$ cat src/hw/rtl/lsfs_pkg.sv
`default_nettype none

package lsfs_pkg;

	localparam int IDX_W   = 6;
	localparam int LEVEL_W = 8;
	localparam int CH_W    = 5;
	localparam int COL_W   = 3 * CH_W;
	localparam int FRAME_W = 16;
	localparam int CLK_W   = 9;
	localparam int CLKS_PER_LED = 8;

	localparam logic [FRAME_W-1:0] START_BIT = 16'h8000;

	localparam logic KIND_FRAME = 1'b0;
	localparam logic KIND_LATCH = 1'b1;

	typedef enum logic [2:0] {
		ST_IDLE,
		ST_FILL,
		ST_RD,
		ST_LD,
		ST_LATCH
	} lsfs_state_t;

	typedef struct packed {
		logic capture;
		logic fill_wr;
		logic cnt_clr;
		logic rd;
		logic load_frame;
		logic load_latch;
	} lsfs_cmd_t;

	typedef struct packed {
		logic fill_done;
		logic emit_last;
		logic out_free;
	} lsfs_sts_t;

endpackage

`default_nettype wire

$ cat src/hw/rtl/lsfs_if.sv
`default_nettype none

interface lsfs_in_if;
	import lsfs_pkg::*;

	logic               valid;
	logic               ready;
	logic [IDX_W-1:0]   first_index;
	logic [IDX_W-1:0]   last_index;
	logic [LEVEL_W-1:0] red_level;
	logic [LEVEL_W-1:0] green_level;
	logic [LEVEL_W-1:0] blue_level;

	modport source(output valid, first_index, last_index, red_level, green_level,
		blue_level, input ready);
	modport sink(input valid, first_index, last_index, red_level, green_level,
		blue_level, output ready);
endinterface

interface lsfs_out_if;
	import lsfs_pkg::*;

	logic               valid;
	logic               ready;
	logic               item_kind;
	logic [FRAME_W-1:0] frame_word;
	logic [CLK_W-1:0]   latch_clocks;
	logic               last_of_run;

	modport source(output valid, item_kind, frame_word, latch_clocks, last_of_run,
		input ready);
	modport sink(input valid, item_kind, frame_word, latch_clocks, last_of_run,
		output ready);
endinterface

`default_nettype wire

$ cat src/hw/rtl/lsfs_ctrl.sv
`default_nettype none

module lsfs_ctrl (
	input  logic               clk,
	input  logic               arst_n,
	input  logic               in_valid,
	output logic               in_ready,
	output lsfs_pkg::lsfs_cmd_t cmd,
	input  lsfs_pkg::lsfs_sts_t sts
);
	import lsfs_pkg::*;

	lsfs_state_t state_q;
	lsfs_state_t state_d;

	always_ff @(posedge clk or negedge arst_n) begin
		if (!arst_n) begin
			state_q <= ST_IDLE;
		end else begin
			state_q <= state_d;
		end
	end

	always_comb begin
		state_d  = state_q;
		cmd      = '0;
		in_ready = 1'b0;
		unique case (state_q)
			ST_IDLE: begin
				in_ready = 1'b1;
				if (in_valid) begin
					cmd.capture = 1'b1;
					state_d     = ST_FILL;
				end
			end
			ST_FILL: begin
				if (sts.fill_done) begin
					cmd.cnt_clr = 1'b1;
					state_d     = ST_RD;
				end else begin
					cmd.fill_wr = 1'b1;
				end
			end
			ST_RD: begin
				cmd.rd  = 1'b1;
				state_d = ST_LD;
			end
			ST_LD: begin
				if (sts.out_free) begin
					cmd.load_frame = 1'b1;
					state_d        = sts.emit_last ? ST_LATCH : ST_RD;
				end
			end
			ST_LATCH: begin
				if (sts.out_free) begin
					cmd.load_latch = 1'b1;
					state_d        = ST_IDLE;
				end
			end
			default: begin
				state_d = ST_IDLE;
			end
		endcase
	end

endmodule

`default_nettype wire

$ cat src/hw/rtl/lsfs_dp.sv
`default_nettype none

module lsfs_dp #(
	parameter int NUM_LEDS = 16
) (
	input  logic                         clk,
	input  logic                         arst_n,
	input  logic [lsfs_pkg::IDX_W-1:0]   first_index,
	input  logic [lsfs_pkg::IDX_W-1:0]   last_index,
	input  logic [lsfs_pkg::LEVEL_W-1:0] red_level,
	input  logic [lsfs_pkg::LEVEL_W-1:0] green_level,
	input  logic [lsfs_pkg::LEVEL_W-1:0] blue_level,
	input  lsfs_pkg::lsfs_cmd_t          cmd,
	output lsfs_pkg::lsfs_sts_t          sts,
	output logic                         out_valid,
	input  logic                         out_ready,
	output logic                         item_kind,
	output logic [lsfs_pkg::FRAME_W-1:0] frame_word,
	output logic [lsfs_pkg::CLK_W-1:0]   latch_clocks,
	output logic                         last_of_run
);
	import lsfs_pkg::*;

	localparam int AW = (NUM_LEDS > 1) ? $clog2(NUM_LEDS) : 1;
	localparam logic [IDX_W-1:0] LAST_IDX    = IDX_W'(NUM_LEDS - 1);
	localparam logic [CLK_W-1:0] LATCH_CLKS  = CLK_W'(CLKS_PER_LED * NUM_LEDS);

	logic [COL_W-1:0]   mem_q [NUM_LEDS];
	logic [NUM_LEDS-1:0] vld_q;
	logic [IDX_W-1:0]   cnt_q;
	logic [IDX_W-1:0]   last_q;
	logic [COL_W-1:0]   word_q;
	logic [COL_W-1:0]   rd_data_s1;
	logic               rd_vld_s1;
	logic [AW-1:0]      addr;
	logic [COL_W-1:0]   pixel;

	logic               out_vld_q;
	logic               kind_q;
	logic [FRAME_W-1:0] frame_q;
	logic [CLK_W-1:0]   clks_q;
	logic               last_run_q;

	assign addr  = cnt_q[AW-1:0];
	assign pixel = rd_vld_s1 ? rd_data_s1 : '0;

	// clamp the range end to the strip
	always_ff @(posedge clk) begin
		if (cmd.capture) begin
			last_q <= (last_index > LAST_IDX) ? LAST_IDX : last_index;
			word_q <= {blue_level[CH_W-1:0], red_level[CH_W-1:0], green_level[CH_W-1:0]};
		end
	end

	always_ff @(posedge clk or negedge arst_n) begin
		if (!arst_n) begin
			cnt_q <= '0;
			vld_q <= '0;
		end else begin
			if (cmd.capture) begin
				cnt_q <= first_index;
			end else if (cmd.cnt_clr) begin
				cnt_q <= '0;
			end else if (cmd.fill_wr || cmd.load_frame) begin
				cnt_q <= cnt_q + IDX_W'(1);
			end
			if (cmd.fill_wr) begin
				vld_q[addr] <= 1'b1;
			end
		end
	end

	always_ff @(posedge clk) begin
		if (cmd.fill_wr) begin
			mem_q[addr] <= word_q;
		end
		if (cmd.rd) begin
			rd_data_s1 <= mem_q[addr];
			rd_vld_s1  <= vld_q[addr];
		end
	end

	always_ff @(posedge clk or negedge arst_n) begin
		if (!arst_n) begin
			out_vld_q <= 1'b0;
		end else if (cmd.load_frame || cmd.load_latch) begin
			out_vld_q <= 1'b1;
		end else if (out_ready) begin
			out_vld_q <= 1'b0;
		end
	end

	always_ff @(posedge clk) begin
		if (cmd.load_frame) begin
			kind_q     <= KIND_FRAME;
			frame_q    <= START_BIT | FRAME_W'(pixel);
			clks_q     <= '0;
			last_run_q <= 1'b0;
		end else if (cmd.load_latch) begin
			kind_q     <= KIND_LATCH;
			frame_q    <= '0;
			clks_q     <= LATCH_CLKS;
			last_run_q <= 1'b1;
		end
	end

	assign sts.fill_done = (cnt_q > last_q);
	assign sts.emit_last = (cnt_q == LAST_IDX);
	assign sts.out_free  = !out_vld_q || out_ready;

	assign out_valid    = out_vld_q;
	assign item_kind    = kind_q;
	assign frame_word   = frame_q;
	assign latch_clocks = clks_q;
	assign last_of_run  = last_run_q;

endmodule

`default_nettype wire

$ cat src/hw/rtl/led_strip_fill_and_serialize.sv
// Fills a range of an RGB555 pixel store with one colour, then emits the whole strip as
// one 16-bit frame per pixel (start bit, then blue, red, green, MSB first) followed by a
// latch beat giving 8*NUM_LEDS zero clocks. The store is black after reset through
// per-pixel valid flags, so no clearing pass is needed. A command is accepted, the range
// is written pixel by pixel and the fill is ended, then each pixel is read from the store
// and loaded into the output register, and the latch beat follows; the pace is set by the
// single store port and its registered read, and a stalling sink holds the output.
// The next command is taken as soon as the latch beat sits in the output register.
`default_nettype none

module led_strip_fill_and_serialize #(
	parameter int NUM_LEDS = 16
) (
	input  logic              clk,
	input  logic              arst_n,
	lsfs_in_if.sink           fill,
	lsfs_out_if.source        strip
);
	import lsfs_pkg::*;

	lsfs_cmd_t cmd;
	lsfs_sts_t sts;

	lsfs_ctrl u_ctrl (
		.clk      (clk),
		.arst_n   (arst_n),
		.in_valid (fill.valid),
		.in_ready (fill.ready),
		.cmd      (cmd),
		.sts      (sts)
	);

	lsfs_dp #(
		.NUM_LEDS (NUM_LEDS)
	) u_dp (
		.clk          (clk),
		.arst_n       (arst_n),
		.first_index  (fill.first_index),
		.last_index   (fill.last_index),
		.red_level    (fill.red_level),
		.green_level  (fill.green_level),
		.blue_level   (fill.blue_level),
		.cmd          (cmd),
		.sts          (sts),
		.out_valid    (strip.valid),
		.out_ready    (strip.ready),
		.item_kind    (strip.item_kind),
		.frame_word   (strip.frame_word),
		.latch_clocks (strip.latch_clocks),
		.last_of_run  (strip.last_of_run)
	);

endmodule

`default_nettype wire

$ cat src/flat_wrapper.sv
// flat-port wrapper written by rule: the top's interface ports become plain ports
module led_strip_fill_and_serialize_flat import lsfs_pkg::*;
#(
	parameter int NUM_LEDS = 16
)
  (clk, arst_n, fill_valid, fill_first_index, fill_last_index, fill_red_level, fill_green_level, fill_blue_level, fill_ready, strip_valid, strip_item_kind, strip_frame_word, strip_latch_clocks, strip_last_of_run, strip_ready);
  lsfs_in_if fill_i ();
  lsfs_out_if strip_i ();
  input  logic clk;
  input  logic arst_n;
  input wire logic [$bits(fill_i.valid)-1:0] fill_valid;
  input wire logic [$bits(fill_i.first_index)-1:0] fill_first_index;
  input wire logic [$bits(fill_i.last_index)-1:0] fill_last_index;
  input wire logic [$bits(fill_i.red_level)-1:0] fill_red_level;
  input wire logic [$bits(fill_i.green_level)-1:0] fill_green_level;
  input wire logic [$bits(fill_i.blue_level)-1:0] fill_blue_level;
  output wire logic [$bits(fill_i.ready)-1:0] fill_ready;
  output wire logic [$bits(strip_i.valid)-1:0] strip_valid;
  output wire logic [$bits(strip_i.item_kind)-1:0] strip_item_kind;
  output wire logic [$bits(strip_i.frame_word)-1:0] strip_frame_word;
  output wire logic [$bits(strip_i.latch_clocks)-1:0] strip_latch_clocks;
  output wire logic [$bits(strip_i.last_of_run)-1:0] strip_last_of_run;
  input wire logic [$bits(strip_i.ready)-1:0] strip_ready;
  assign fill_i.valid = fill_valid;
  assign fill_i.first_index = fill_first_index;
  assign fill_i.last_index = fill_last_index;
  assign fill_i.red_level = fill_red_level;
  assign fill_i.green_level = fill_green_level;
  assign fill_i.blue_level = fill_blue_level;
  assign fill_ready = fill_i.ready;
  assign strip_valid = strip_i.valid;
  assign strip_item_kind = strip_i.item_kind;
  assign strip_frame_word = strip_i.frame_word;
  assign strip_latch_clocks = strip_i.latch_clocks;
  assign strip_last_of_run = strip_i.last_of_run;
  assign strip_i.ready = strip_ready;
  led_strip_fill_and_serialize #(.NUM_LEDS(NUM_LEDS)) u_core (.clk(clk), .arst_n(arst_n), .fill(fill_i), .strip(strip_i));
endmodule
$ cat config.mk
export PLATFORM = sky130hd
export DESIGN_NAME = led_strip_fill_and_serialize_flat
export DESIGN_NICKNAME = d
export VERILOG_FILES = /design/src/hw/rtl/lsfs_pkg.sv /design/src/hw/rtl/lsfs_if.sv /design/src/hw/rtl/lsfs_ctrl.sv /design/src/hw/rtl/lsfs_dp.sv /design/src/hw/rtl/led_strip_fill_and_serialize.sv /design/src/flat_wrapper.sv
export SDC_FILE = /design/constraint.sdc
export NUM_CORES = 1
export LEC_CHECK = 0
export BUFFER_PORTS_ARGS = -buffer_cell sky130_fd_sc_hd__buf_2
export CAP_MARGIN = 10
export CORE_MARGIN = 3
export CORE_UTILIZATION = 65
export CTS_CLUSTER_DIAMETER = 80
export DETAILED_ROUTE_END_ITERATION = 7
export GPL_TIMING_DRIVEN = 1
export PLACE_DENSITY = 0.84
export SLEW_MARGIN = 30
export SYNTH_ARGS = -nofsm -noshare
export SYNTH_HDL_FRONTEND = slang
export SYNTH_SLANG_ARGS = --single-unit
export TNS_END_PERCENT = 30
$ cat constraint.sdc
create_clock -name clk -period 7.5 [get_ports clk]
set_clock_uncertainty 0.1 [all_clocks]
set_input_delay 1.125 -clock clk [delete_from_list [all_inputs] [get_ports clk]]
set_output_delay 1.125 -clock clk [all_outputs]
set_load 0.05 [all_outputs]
==> impl_results.md <==
* Clock root buffer: clkbuf_16
* RSZ-0062 raised after global routing: no
* TritonCTS clock tree: done
* Cells after synthesis at just under 600
* Cells along the critical path: inv_1, ha_1, nand2_1, nor2_1, a31oi_1, nor2_1, buf_4, and3_1
* Dpl ws at roughly 3.9 ns
* Final hold violations at 0
* Worst Tran Pin Value at 1.01 ns
* Synth cell types at 39
* CP max stage delay at 0.92 ns
* Post-route ant nets at 0
* DR DRC count at 0
* Crit path kind: register to register
* Final WL at approximately 27,000 um
* Row count at 50
* Busiest grt layer: met2
* WP data arrival at around 3.8 ns
* CP Capture Type: register
* Max Fclk at 271 MHz
* Worst Slack Setup Final at ~3.8 ns
* Initial antenna violation count at 0
* Setup_tns at 0 ns
* Crit path required time at 7.56 ns
* First-pass GRT wire length at 40,000 um
* Final Slew Violations at 0
* Syn-to-layout area delta at 11.3%
* Die Wd at between 100 and 150 um
* Die height at around 140 um
* Max IR drop VDD at between 0.2 and 0.3 mV
* Fillcell total at 960
* Layout cells sized above 1 at 0.318
* Initial core utilization at 0.665
* Met2 Usage GRT at 0.443
* WP buf/inv at 2
* Vias in the first global route at around 6,500
* Synth area leaders: edfxtp_1 (70%), mux4_2 (14%), dfrtp_1 (5.2%)
* CP max stage cell: dfrtp_4
* DRT Pass-1 Iters at 7
* Setup violations, final at 0
* Gr ovfl total at 0
* # diodes at 0
* Worst-path clk slew at 0.06 ns
* Slew margin rel. at 0.330
* Hold slack at roughly 0.36 ns
* Cts bufs inserted at 30
* # port buffers at 51
* Crit path max-delay family: simple AND/OR/NAND/NOR gates
* Max Root-Sink Buffers at 3
* Post-CTS Hold Fix Bufs at 0
* Initial drt markers at approximately 890
* GRT Util Overall at 0.271
* DP HPWL at around 13,000 um
* Leading area contributor after synthesis: edfxtp_1
* Async set-reset flop share out of synthesis at 0.0813
* Ports at 69
* Hold WC Path Type: register to register
* Ys Warns at 0
* Number of flops mapped to enable cells by yosys at 292
* Final Instance Area at approximately 14,000 um2
* H-tree depth at 1
* Startpoint class of the critical path: register
* Sequential area share after synthesis at 0.758
* Post-DP Area at ~13,000 um2
* Fin util at 0.740
* Post-Syn Area per Cell at approximately 21 um2
* Sink Count at between 300 and 400
* Core Box Area at 18,800 um2
* Critical Path Most Common Cell: nor2_1
* Via density at around 6.9
* Area of the die at roughly 21,000 um2
* Most numerous cell in the Yosys netlist: edfxtp_1
* Max-cap viol count at 0
* Final nets at 696
* Routability congestion estimate at approximately 0.84
* Max FO, Critical Path at 39
* Largest net degree at the start of global routing at between 70 and 80
* Pleak at between 4 and 5 nW
* Synth top cells by count: edfxtp_1 (292), mux4_2 (75), dfrtp_1 (26)
* Top cell type's share of synthesized area at 0.703
* Worst-Skew Late Latency at around 0.55 ns
* Post-DR wirelength/cell at between 30 and 40 um
* # Post-CTS Setup Buffers at 0
* Tcrit/Tclk final at 0.491
* PostCTS Resize Cnt at 0
* Ys flop type: edfxtp_1
* Outcome: completed
* Cell area after synthesis at roughly 12,000 um2
* Post-synthesis register bit count at 320
* P per Cell Area at ~360 nW/um2
* Vias at 6,212
* GR Layer Usage met3 at 0.0519
* Fin crit period at approximately 3.7 ns
* Met1 usage at 0.360
==> flip-flops by register name (all words and copies together) (netlist names) <==
| signal | flops |
|---|---|
| u_core.u_dp.rd_vld_s1 | 1 |
| u_core.u_dp.out_valid | 1 |
| u_core.u_dp.cnt_q | 6 |
| u_core.u_ctrl.state_q | 3 |
| u_core.u_dp.vld_q | 16 |
| u_core.u_dp.last_of_run | 1 |
| u_core.u_dp.last_q | 6 |
| u_core.u_dp.mem_q | 240 |
| u_core.u_dp.word_q | 15 |
| u_core.u_dp.rd_data_s1 | 15 |
| u_core.u_dp.frame_word | 16 |
==> layout by cell type (no fill, tap or decap), types with 3 or more instances in the layout <==
cell	Yosys	final
edfxtp_1	292	292
mux4_2	75	75
buf_2	7	51
clkbuf_16	0	31
dfrtp_1	26	24
a31o_2	18	18
and2_1	17	17
and3_2	0	13
nor2_1	11	10
ha_1	10	10
conb_1	1	10
nand2_1	9	9
inv_1	8	8
clkinv_1	0	8
clkinv_2	0	7
buf_4	10	7
a21oi_1	6	6
nor3_1	5	5
mux4_1	5	5
and3_1	18	5
o21ai_0	5	5
nor2b_1	4	4
nand4_1	4	4
nand3_1	4	4
or3_1	4	4
nand2b_1	3	3
nand3b_1	3	3
clkbuf_1	15	3
bufinv_16	0	3
==> path summary, 6_finish.rpt <==
| kind | startpoint | endpoint | slack (ns) | cells past startpoint |
|---|---|---|---|---|
| worst max-delay path | u_core.u_dp.cnt_q[0] | u_core.u_dp.mem_q[4][5] | 3.81 | 8 |
| worst max register to register | u_core.u_dp.cnt_q[0] | u_core.u_dp.mem_q[4][5] | 3.81 | 8 |
| min in group asynchronous | arst_n | u_core.u_ctrl.state_q[1] | 0.47 | 1 |
| max in group asynchronous | arst_n | u_core.u_dp.cnt_q[0] | 6.38 | 1 |
| worst min-delay path | u_core.u_dp.vld_q[2] | u_core.u_dp.vld_q[2] | 0.36 | 1 |
| worst min register to register | u_core.u_dp.vld_q[2] | u_core.u_dp.vld_q[2] | 0.36 | 1 |
==> power by group <==
part / internal (mW) / switching [mW]
Combinational: 0.571 / 0.713
Clock: 0.849 / 0.627
Sequential: 2.16 / 0.148
Total: 3.58 / 1.49
==> worst reg2reg max path, delay by kind of cell (launching register included) <==
kind,cells,cell delay (ns)
buf+inv,2,0.55
fa+ha+maj,1,0.38
simple gates,4,1.25
flops,1,0.92
compound gates,1,0.10
==> through the flow <==
step | power (mW) | cells
floorplan | 3.29 | 592
global placement | 3.52 | 846
detailed placement | 3.58 | 847
CTS | 5.07 | 900
global route | 5.24 | 901
finish | 5.07 | 901
==> routing by layer <==
| metal | vias to the layer above | wire length [um] |
|---|---|---|
| li1 | 2514 | - |
| met1 | 3235 | 9500 |
| met3 | 88 | 2270 |
| met5 | - | 0 |
| met4 | 0 | 1200 |
| met2 | 375 | 14100 |
==> cell families after synthesis <==
logic type      after synthesis  share of synthesized area
flops                       320                      0.758
simple gates                 84                     0.0379
mux                          83                      0.148
buf+inv                      46                     0.0214
compound gates               38                     0.0228
fa+ha+maj                    10                     0.0100
other cells                   1                   0.000301
xor+xnor                      1                   0.000702
==> final cells by class <==
type                    count  area [um2]  area share
multi-input cells         226        2800       0.202
flip-flops and latches    320        9460       0.682
clock inverters            19         164      0.0118
well taps                 234         293      0.0211
repair buffers             60         343      0.0247
inverters                   8        30.0     0.00216
clock buffers              34         787      0.0567
Power figures use the tool's default switching activity.
